[src/rtl/stwtr_pkg.sv]
// Shared types and constants for the stack with threshold removal.
package stwtr_pkg;

	localparam int unsigned DATA_W = 32;
	localparam int unsigned FILL_W = 5;

	localparam logic signed [DATA_W-1:0] NEG_ONE         = -32'sd1;
	localparam logic signed [DATA_W-1:0] THRESHOLD_RESET = 32'sd100;

	typedef enum logic [1:0] {
		OP_PUSH   = 2'd0,
		OP_POP    = 2'd1,
		OP_CLEAR  = 2'd2,
		OP_REMOVE = 2'd3
	} op_e_t;

	typedef enum logic [1:0] {
		ST_OK      = 2'd0,
		ST_EMPTY   = 2'd1,
		ST_NOMATCH = 2'd2,
		ST_FULL    = 2'd3
	} status_e_t;

	// Control broadcast from the top level to every cell of the chain.
	typedef struct packed {
		logic  fire;
		op_e_t op;
		logic  found;
	} cell_ctrl_t;

endpackage

[src/rtl/stwtr_cell.sv]
// One storage cell of the stack chain with its match and select links.
module stwtr_cell #(
	parameter int unsigned IDX     = 0,
	parameter int unsigned COUNT_W = 5
) (
	input  logic                                     clk,
	input  stwtr_pkg::cell_ctrl_t                    ctrl,
	input  logic [COUNT_W-1:0]                       count,
	input  logic signed [stwtr_pkg::DATA_W-1:0]      push_value,
	input  logic signed [stwtr_pkg::DATA_W-1:0]      threshold,
	input  logic signed [stwtr_pkg::DATA_W-1:0]      value_above,
	input  logic                                     match_above_in,
	input  logic signed [stwtr_pkg::DATA_W-1:0]      sel_in,
	output logic signed [stwtr_pkg::DATA_W-1:0]      value_q,
	output logic                                     match_above_out,
	output logic signed [stwtr_pkg::DATA_W-1:0]      sel_out
);

	logic occupied;
	logic is_top;
	logic is_free;
	logic my_match;
	logic hit;
	logic pick;
	logic shift_en;

	always_comb begin
		occupied = COUNT_W'(IDX) < count;
		is_top   = COUNT_W'(IDX + 1) == count;
		is_free  = COUNT_W'(IDX) == count;
		my_match = occupied && (value_q > threshold);
		// This cell is the topmost match when nothing above it qualifies.
		hit      = my_match && !match_above_in;
		match_above_out = match_above_in || my_match;
		// The matched cell and every occupied cell above it move down by one.
		shift_en = ctrl.found && occupied && !match_above_in;
		if (ctrl.op == stwtr_pkg::OP_REMOVE) begin
			pick = hit;
		end else begin
			pick = is_top;
		end
		sel_out = pick ? value_q : sel_in;
	end

	always_ff @(posedge clk) begin
		if (ctrl.fire && ctrl.op == stwtr_pkg::OP_PUSH && is_free) begin
			value_q <= push_value;
		end else if (ctrl.fire && ctrl.op == stwtr_pkg::OP_REMOVE && shift_en) begin
			value_q <= value_above;
		end
	end

endmodule

[src/rtl/stack_with_threshold_removal_core.sv]
// Top level of the bounded LIFO stack with threshold removal.
//
// Usage: requests arrive on the s_ channel, one transfer per request, with the
// operation code in s_tuser and the push value in s_tdata. Every request yields
// exactly one result transfer on the m_ channel: the returned value and the fill
// count in m_tdata, the status code in m_tuser.
// The stack is a row of STACK_DEPTH cells, cell 0 at the bottom. Push writes the
// cell just above the top, pop reads the top, and remove-above finds the topmost
// value greater than the threshold through a match chain that runs down the row,
// then shifts every cell above the match down by one in the same edge.
// The result is registered: it appears in the output register on the edge after
// the request transfer. Throughput is one request per cycle while the receiver
// takes each result; the match and select chains through all cells set the clock
// period. When the receiver stalls, the result waits in the output register and
// s_tready drops until it is taken; a new request is accepted in the very cycle
// the waiting result leaves.
// Reset empties the stack, clears the valid flag of the output register and loads
// the threshold with 100. The user must write the threshold through cfg_we and
// cfg_wdata only while idle; the block itself does not enforce it.
module stack_with_threshold_removal_core #(
	parameter int unsigned STACK_DEPTH = 16
) (
	input  logic        clk,
	input  logic        arst_n,
	input  logic        cfg_we,
	input  logic [31:0] cfg_wdata,     // remove_threshold
	input  logic        s_tvalid,
	output logic        s_tready,
	input  logic [31:0] s_tdata,       // push_value[31:0]
	input  logic [1:0]  s_tuser,       // operation[1:0]
	output logic        m_tvalid,
	input  logic        m_tready,
	output logic [39:0] m_tdata,       // result_value[31:0], fill_count[36:32], zeros
	output logic [1:0]  m_tuser        // status[1:0]
);

	localparam int unsigned COUNT_W = $clog2(STACK_DEPTH + 1);
	localparam int unsigned DW      = stwtr_pkg::DATA_W;

	logic signed [DW-1:0]      threshold_q;
	logic [COUNT_W-1:0]        count_q;
	logic [COUNT_W-1:0]        count_next;
	logic                      out_valid_q;
	logic signed [DW-1:0]      out_value_q;
	stwtr_pkg::status_e_t      out_status_q;
	logic [stwtr_pkg::FILL_W-1:0] out_fill_q;

	logic                      fire;
	stwtr_pkg::op_e_t          op;
	stwtr_pkg::cell_ctrl_t     ctrl;
	logic signed [DW-1:0]      res_value;
	stwtr_pkg::status_e_t      res_status;

	// Chain links: index STACK_DEPTH is the open end above the top cell.
	logic signed [DW-1:0] value_link [STACK_DEPTH+1];
	logic                 match_link [STACK_DEPTH+1];
	logic signed [DW-1:0] sel_link   [STACK_DEPTH+1];

	assign s_tready = !out_valid_q || m_tready;
	assign fire     = s_tvalid && s_tready;
	assign op       = stwtr_pkg::op_e_t'(s_tuser);

	assign value_link[STACK_DEPTH] = '0;
	assign match_link[STACK_DEPTH] = 1'b0;
	assign sel_link[STACK_DEPTH]   = '0;

	always_comb begin
		ctrl.fire  = fire;
		ctrl.op    = op;
		// The bottom of the match chain tells whether any stored value qualifies.
		ctrl.found = match_link[0];
	end

	for (genvar i = 0; i < STACK_DEPTH; i++) begin : g_cell
		stwtr_cell #(
			.IDX     (i),
			.COUNT_W (COUNT_W)
		) u_cell (
			.clk             (clk),
			.ctrl            (ctrl),
			.count           (count_q),
			.push_value      (s_tdata),
			.threshold       (threshold_q),
			.value_above     (value_link[i+1]),
			.match_above_in  (match_link[i+1]),
			.sel_in          (sel_link[i+1]),
			.value_q         (value_link[i]),
			.match_above_out (match_link[i]),
			.sel_out         (sel_link[i])
		);
	end

	// Result and next fill count for the request at the input.
	always_comb begin
		res_value  = '0;
		res_status = stwtr_pkg::ST_OK;
		count_next = count_q;
		unique case (op)
			stwtr_pkg::OP_PUSH: begin
				if (count_q == COUNT_W'(STACK_DEPTH)) begin
					res_status = stwtr_pkg::ST_FULL;
				end else begin
					count_next = count_q + 1'b1;
				end
			end
			stwtr_pkg::OP_POP: begin
				if (count_q == '0) begin
					res_value  = stwtr_pkg::NEG_ONE;
					res_status = stwtr_pkg::ST_EMPTY;
				end else begin
					res_value  = sel_link[0];
					count_next = count_q - 1'b1;
				end
			end
			stwtr_pkg::OP_CLEAR: begin
				count_next = '0;
			end
			stwtr_pkg::OP_REMOVE: begin
				if (ctrl.found) begin
					res_value  = sel_link[0];
					count_next = count_q - 1'b1;
				end else begin
					res_value  = stwtr_pkg::NEG_ONE;
					res_status = stwtr_pkg::ST_NOMATCH;
				end
			end
			default: begin
				res_value = '0;
			end
		endcase
	end

	always_ff @(posedge clk or negedge arst_n) begin
		if (!arst_n) begin
			threshold_q <= stwtr_pkg::THRESHOLD_RESET;
		end else if (cfg_we) begin
			threshold_q <= cfg_wdata;
		end
	end

	always_ff @(posedge clk or negedge arst_n) begin
		if (!arst_n) begin
			count_q     <= '0;
			out_valid_q <= 1'b0;
		end else begin
			if (fire) begin
				count_q     <= count_next;
				out_valid_q <= 1'b1;
			end else if (m_tready) begin
				out_valid_q <= 1'b0;
			end
		end
	end

	// The result payload is loaded only with a request transfer.
	always_ff @(posedge clk) begin
		if (fire) begin
			out_value_q  <= res_value;
			out_status_q <= res_status;
			out_fill_q   <= stwtr_pkg::FILL_W'(count_next);
		end
	end

	assign m_tvalid = out_valid_q;
	assign m_tdata  = {3'b000, out_fill_q, out_value_q};
	assign m_tuser  = out_status_q;

	// The fill count never exceeds the number of cells.
	a_count_bound: assert property (@(posedge clk) disable iff (!arst_n)
		count_q <= COUNT_W'(STACK_DEPTH))
		else $error("fill count above stack depth");

	// Without a request transfer the stack keeps its fill count.
	a_count_hold: assert property (@(posedge clk) disable iff (!arst_n)
		!fire |=> $stable(count_q))
		else $error("fill count changed without a request");

	// A pop from a non-empty stack lowers the count by one.
	a_pop_dec: assert property (@(posedge clk) disable iff (!arst_n)
		(fire && op == stwtr_pkg::OP_POP && count_q != '0)
		|=> count_q == $past(count_q) - 1'b1)
		else $error("pop did not lower the fill count");

	// A clear reports success with an empty stack.
	a_clear_result: assert property (@(posedge clk) disable iff (!arst_n)
		(fire && op == stwtr_pkg::OP_CLEAR)
		|=> (m_tvalid && m_tuser == stwtr_pkg::ST_OK && m_tdata[36:32] == '0))
		else $error("clear result is wrong");

endmodule
[config.mk]
export PLATFORM = sky130hd
export DESIGN_NAME = stack_with_threshold_removal_core
export DESIGN_NICKNAME = d
export VERILOG_FILES = /design/src/rtl/stwtr_pkg.sv /design/src/rtl/stwtr_cell.sv /design/src/rtl/stack_with_threshold_removal_core.sv
export SDC_FILE = /design/constraint.sdc
export NUM_CORES = 2
export LEC_CHECK = 0
export BUFFER_PORTS_ARGS = -buffer_cell sky130_fd_sc_hd__clkbuf_2
export CORE_ASPECT_RATIO = 0.8
export CORE_UTILIZATION = 55
export DETAILED_ROUTE_END_ITERATION = 6
export MAX_ROUTING_LAYER = met4
export PLACE_DENSITY = 0.72
export SLEW_MARGIN = 20
export SYNTH_ARGS = -nofsm -noshare
export SYNTH_HDL_FRONTEND = slang
export SYNTH_SLANG_ARGS = --single-unit
[constraint.sdc]
create_clock -name clk -period 17.2 [get_ports clk]
set_input_delay 5.16 -clock clk [delete_from_list [all_inputs] [get_ports clk]]
set_output_delay 5.16 -clock clk [all_outputs]
set_load 0.01 [all_outputs]
=== Yosys cells after proc, flatten, opt, wreduce, memory -nomap -nowiden ===
Cells that the tools add are included.

* Bits in registers: 589
* Logic and storage cells: 301
* Output and inout port bits: 44

* $lt $le $gt $ge: 32
* Reductions and logical operators: 148
* Mux-type cells: 77
* Equal/unequal tests: 20
* Add/subtract/negate cells: 2

{| class="wikitable"
|+ Operator list
! cell !! number
|-
| $mux W32 || 50
|-
| $gt A32 B32 Y1 || 16
|-
| $logic_and A1 B1 Y1 || 97
|-
| $pmux W32 S2 || 1
|-
| $eq A4 B5 Y1 const A || 8
|-
| $lt A4 B5 Y1 const A || 8
|-
| $reduce_bool A2 Y1 || 17
|-
| $eq A3 B5 Y1 const A || 4
|-
| $lt A3 B5 Y1 const A || 4
|-
| $pmux W5 S4 || 1
|-
| $mux W1 || 19
|-
| $logic_not A1 Y1 || 16
|-
| $logic_or A1 B1 Y1 || 16
|-
| $mux W5 || 3
|-
| $eq A2 B5 Y1 const A || 2
|-
| $lt A1 B5 Y1 const A || 2
|-
| $lt A2 B5 Y1 const A || 2
|-
| $pmux W2 S3 || 1
|-
| $add A5 B1 Y5 const B || 1
|-
| $eq A1 B5 Y1 const A || 1
|-
| $eq A5 B5 Y1 const A || 1
|-
| $eq A5 B5 Y1 const B || 1
|-
| $logic_not A5 Y1 || 1
|-
| $sub A5 B1 Y5 const B || 1
|-
| 4 further kinds || 6
|}

=== Longest topological paths before layout ===
* Depth after elaboration: 22
* Mapped depth: 19

=== Cells and area by module ===
A second synthesis with hierarchy kept.

* Cell total of the unflattened synthesis: 3959
* Area total of the unflattened synthesis: 47500.6 sq um

{| class="wikitable"
|+ Modules (own cells, without submodules)
! module !! instances !! cells each !! area an instance (sq um) !! sequential area each (sq um)
|-
| stack_with_threshold_removal_core || 1 || 269 || 3362.0 || 2125.8
|-
| stwtr_cell (g_cell[8].u_cell) || 1 || 229 || 2850.2 || 960.9
|-
| stwtr_cell (g_cell[1].u_cell) || 1 || 229 || 2824.0 || 960.9
|-
| stwtr_cell (g_cell[11].u_cell) || 1 || 231 || 2792.7 || 960.9
|-
| stwtr_cell (g_cell[10].u_cell) || 1 || 231 || 2791.4 || 960.9
|-
| stwtr_cell (g_cell[5].u_cell) || 1 || 230 || 2788.9 || 960.9
|-
| stwtr_cell (g_cell[6].u_cell) || 1 || 231 || 2786.4 || 960.9
|-
| stwtr_cell (g_cell[2].u_cell) || 1 || 228 || 2785.2 || 960.9
|-
| stwtr_cell (g_cell[4].u_cell) || 1 || 232 || 2785.2 || 960.9
|-
| stwtr_cell (g_cell[13].u_cell) || 1 || 229 || 2775.2 || 960.9
|-
| stwtr_cell (g_cell[0].u_cell) || 1 || 234 || 2761.4 || 960.9
|-
| stwtr_cell (g_cell[14].u_cell) || 1 || 230 || 2750.1 || 960.9
|-
| stwtr_cell (g_cell[3].u_cell) || 1 || 233 || 2750.1 || 960.9
|-
| stwtr_cell (g_cell[7].u_cell) || 1 || 230 || 2743.9 || 960.9
|-
| +3 rows || - || - || - || -
|}

=== Worst setup path after synthesis ===
No wires, ideal clock.

* Path kind: in2out
* From: in m_tready
* To: out s_tready
* Path slack: 6697 ps
* Stages: 1
* Buffers on the path: 0
* Arrival time: 5343 ps
* Path through: nand2b_1

* Word-level cells in the longest chain between the ends: 1

{| class="wikitable"
|+ Ends and longest elaborated chain
! element !! line !! text
|-
| start, declared || stack_with_threshold_removal_core.sv:32 || <nowiki>input logic m_tready,</nowiki>
|-
| $logic_or A1 B1 Y1 || stack_with_threshold_removal_core.sv:59 || <nowiki>assign s_tready = !out_valid_q || m_tready;</nowiki>
|-
| end, declared || stack_with_threshold_removal_core.sv:28 || <nowiki>output logic s_tready,</nowiki>
|}

No other way between the ends.

=== Worst setup path in the final report ===
Same ends and word-level chain as after synthesis.

==> reports/qor.log <==
qor: status.outcome finished, violations left
qor: status.violations design-rule violations
qor: synthesis.yosys_top_cell_area_share 0.404
qor: cts.ctsRootBufferMaster clkbuf_16
qor: hold_path.min_path_type register to register
qor: timing.setup_repair_after_global_routing_missed_its_margin false
qor: floorplan.core.rowCount 89
qor: cells_and_area.layout.nets 4267
qor: global_route.track_usage 0.361
qor: synthesis.number_of_synthesized_flops_with_an_enable_pin 551
qor: drt.wl_per_cell 28.3 µm
qor: run.max_cap_violations 0
qor: worst_setup_path.max_fanout_on_critical_path 3
qor: drt.routedLengthMet1 58200 µm
qor: drt.remaining_drc_errors 1
qor: cts.clock_path_buffers 3
qor: synthesis.synth_area_leaders edfxtp_1, ha_1, mux2_2, a21oi_1, o21ai_0
qor: drt.detailroute.wirelength.met3 15800 µm
qor: power.cell_leakage_power 17.1 nW
qor: worst_setup_path.worst_path_largest_cell_delay 0.16 ns
qor: synthesis.synthArstFlopShare 0.0645
qor: worst_setup_path.crit-reg2reg-capture out_value_q[23]
qor: place.count_of_input_and_output_buffers 111
qor: power.netSwitchingPower 1.76 mW
qor: timing.finalHoldViolations 0
qor: worst_setup_path.crit_type input pin to output port
qor: cells_and_area.drive_above_1_share 0.229
qor: cts.cts.hold.buffers_added 0
qor: synthesis.synth-xor-area-share 0.00128
qor: power.combinationalPowerShare 0.335
qor: synthesis.synth-warning-count 0
qor: power.clkPwrFrac 0.297
qor: timing.final-max-slew-violation-count 0
qor: synthesis.synth_area_leader_cell edfxtp_1
qor: cts.cts_tree built
qor: drt.via_count 32252
qor: synthesis.post_synth.cell_area_avg 11.4 µm²
qor: floorplan.die_w 307 µm
qor: worst_setup_path.crit_path_end_kind output port
qor: power.worst_ir_drop_vdd 0.0824 mV
qor: worst_setup_path.cpMaxStageDelayCell nand2b_1
qor: drt.postRouteWirelength 134000 µm
qor: synthesis.syn-instance-count 3598
qor: cts.clock_pin_slew_worst_setup_and_hold_paths 0.06 ns
qor: worst_setup_path.worst-endpoint-arrival 5.53 ns
qor: power.power_switching_share 0.371
qor: timing.clock-skew-final 0.0241 ns
qor: synthesis.postSynthRegisterBits 589
qor: worst_setup_path.reg2regPathDepth 15
qor: place.numPlacedInstances 4610
qor: synthesis.synth-compound-area-share 0.155
qor: power.sequentialPowerShare 0.368
qor: cts.tritoncts_num_sinks 589
qor: cells_and_area.layoutNonFillerInstCount 4728
qor: floorplan.initial_core_util 0.556
qor: synthesis.synth.area.mux_share 0.134
qor: synthesis.synthMostInstantiatedCell edfxtp_1
qor: place.dpl.hpwl 102000 µm
qor: synthesis.post_synth_instance_area 41000 µm²
qor: global_route.grt-ovfl-total 0
qor: drt.drt-pass1-iter-count 7
qor: drt.highest_layer met4
qor: floorplan.fp.dieH 246 µm
qor: floorplan.core_area 73700 µm²
qor: cts.post_cts_resized 0
qor: hold_path.min_from threshold_q[29]
qor: worst_setup_path.worstSetupStartpointType input pin
qor: hold_path.min_to threshold_q[29]
qor: floorplan.num_io_pins 115
qor: place.dpl_worst_slack 6.51 ns
qor: worst_setup_path.cp.required 12.04 ns
qor: global_route.grt_antenna_before_repair 0
qor: global_route.grt_first_pass_wirelength 197000 µm
qor: timing.max-slew-margin-rel 0.218
qor: timing.final.period_utilization 0.622
qor: worst_setup_path.path_cells clkbuf_2 > nand2b_1 > clkbuf_2
qor: timing.timing.final.setup_violations 0
qor: synthesis.adder_cell_share_of_the_synthesized_area 0.158
qor: worst_setup_path.most_common_cell_type_on_the_critical_path clkbuf_2
qor: timing.worstMarginPinSlew 1.16 ns
qor: global_route.grt_max_degree 64
qor: worst_setup_path.rr_startpoint threshold_q[1]
qor: synthesis.seq_area_frac_synth 0.427
qor: cts.post_cts.repair.setup_buffers 0
qor: timing.layout_setup_ws 6.51 ns
qor: synthesis.main_combinational_cell_family_by_area_after_synthesis adder cells
qor: synthesis.ys_types 92
qor: synthesis.yosys_most_used_dff edfxtp_1
qor: cts.cts_buffers 66
qor: cts.clock_insertion_delay_worst_skew 0.63 ns
qor: power.pwr_dens 105 nW/µm²
qor: power.p_int 2.99 mW
qor: cells_and_area.post-route-util 0.613
qor: drt.drt-initial-drc-count 4010
qor: floorplan.area_of_the_die 75600 µm²
qor: drt.route.antenna.remaining_nets 0
qor: cells_and_area.area_growth 10.2%
qor: synthesis.ys_top_cells_by_count edfxtp_1, ha_1, mux2_2
qor: timing.total_negative_slack_for_setup_checks 0 ns
qor: cts.htree_num_levels 3
qor: timing.period_minus_slack 10.69 ns
qor: drt.route.detailed.vias_per_inst 6.82
qor: hold_path.worst_hold_path.num_cells 2
qor: synthesis.post_synth_and_or_nand_nor_area_fraction 0.0965
qor: place.globalplace.congestion 1.03
qor: worst_setup_path.r2r_slack 10.27 ns
qor: timing.max_freq 93.5 MHz
qor: drt.met2_length 55300 µm
qor: global_route.first_global_vias 31014
[per-layer routing]
| layer | vias up | global-route usage |
|---|---|---|
| met3 | 236 | 0.0799 |
| li1 | 14438 | - |
| met4 | 0 | 0.117 |
| met5 | - | - |
| met1 | 15741 | 0.514 |
| met2 | 1837 | 0.507 |
[cells in the final DEF (no fill, tap or decap), drive strengths merged, types with 14 or more instances in the layout]
cell / n
nor3: 49
a221oi: 64
nand2b: 41
nand4: 97
o21bai: 19
ha: 517
a22oi: 17
or3: 14
buf: 88
a21oi: 221
mux2i: 27
inv: 104
o211ai: 30
nor2: 111
nor4: 23
nand2: 228
a211oi: 65
a21o: 41
mux2: 464
edfxtp: 551
clkbuf: 205
a31oi: 14
nor2b: 18
o22ai: 16
a221o: 14
nand3: 83
o21ai: 237
and2: 63
dfrtp: 35
a22o: 24
o221ai: 31
a222oi: 46
clkinv: 20
o21a: 19
[worst max path at each step]
stage / slack, ns / endpoint / depth (start not counted) / from
global placement: 6.50 / s_tready / 3 / m_tready
detailed placement: 6.51 / s_tready / 3 / m_tready
finish: 6.51 / s_tready / 3 / m_tready
floorplan: 6.70 / s_tready / 1 / m_tready
CTS: 6.50 / s_tready / 3 / m_tready
global route: 6.48 / s_tready / 3 / m_tready
[cell type report]
| cell class | instances | area [µm²] |
|---|---|---|
| tap | 1001 | 1250 |
| inverter | 105 | 394 |
| clock inverter | 21 | 148 |
| sequential | 589 | 17500 |
| antenna | 1 | 2.50 |
| timing repair buffer | 199 | 1280 |
| fill | 6047 | 28600 |
| clock buffer | 94 | 1900 |
| multi-input combinational | 2718 | 22700 |
[power by group through the flow]
stage | clock [mW] | sequential [mW] | combinational, mW
after floorplan | 0 | 1.75 | 0.939
after global placement | 0 | 1.77 | 1.48
after detailed placement | 0 | 1.77 | 1.51
after CTS | 1.42 | 1.74 | 1.52
after global routing | 1.47 | 1.75 | 1.68
final | 1.41 | 1.75 | 1.59
[through the flow]
| stage | total power, mW | hold slack [ns] | instance area (µm²) |
|---|---|---|---|
| 4_1_cts | 4.69 | 0.545 | 45100 |
| 6_report | 4.75 | 0.539 | 45200 |
| 5_1_grt | 4.90 | 0.567 | 45200 |
| 2_1_floorplan | 2.69 | 0.560 | 41000 |
| 3_5_place_dp | 3.28 | 0.528 | 43100 |
| 3_3_place_gp | 3.26 | 0.515 | 43000 |
[kinds of logic after synthesis]
| logic type | after synthesis |
|---|---|
| flip-flops | 589 |
| multiplexers | 491 |
| adder cells (fa/ha/maj) | 517 |
| buffers and inverters | 293 |
| AND/OR/NAND/NOR | 771 |
| other | 1 |
| AO/OA/AOI/OAI | 930 |
| XOR/XNOR | 6 |
[state kept, by name (all words and copies together), names as in the netlist]
register               cells
out_value_q               32
g_cell.u_cell.value_q    512
m_tuser                    2
threshold_q               32
m_tvalid                   1
count_q                    5
out_fill_q                 5
[worst max-delay path: cells and delay by family]
family / cells / cell delay [ns]
buffers and inverters: 2 / 0.21
and+or+nand+nor: 1 / 0.16
Note: power is estimated with default switching activity, not from simulation.
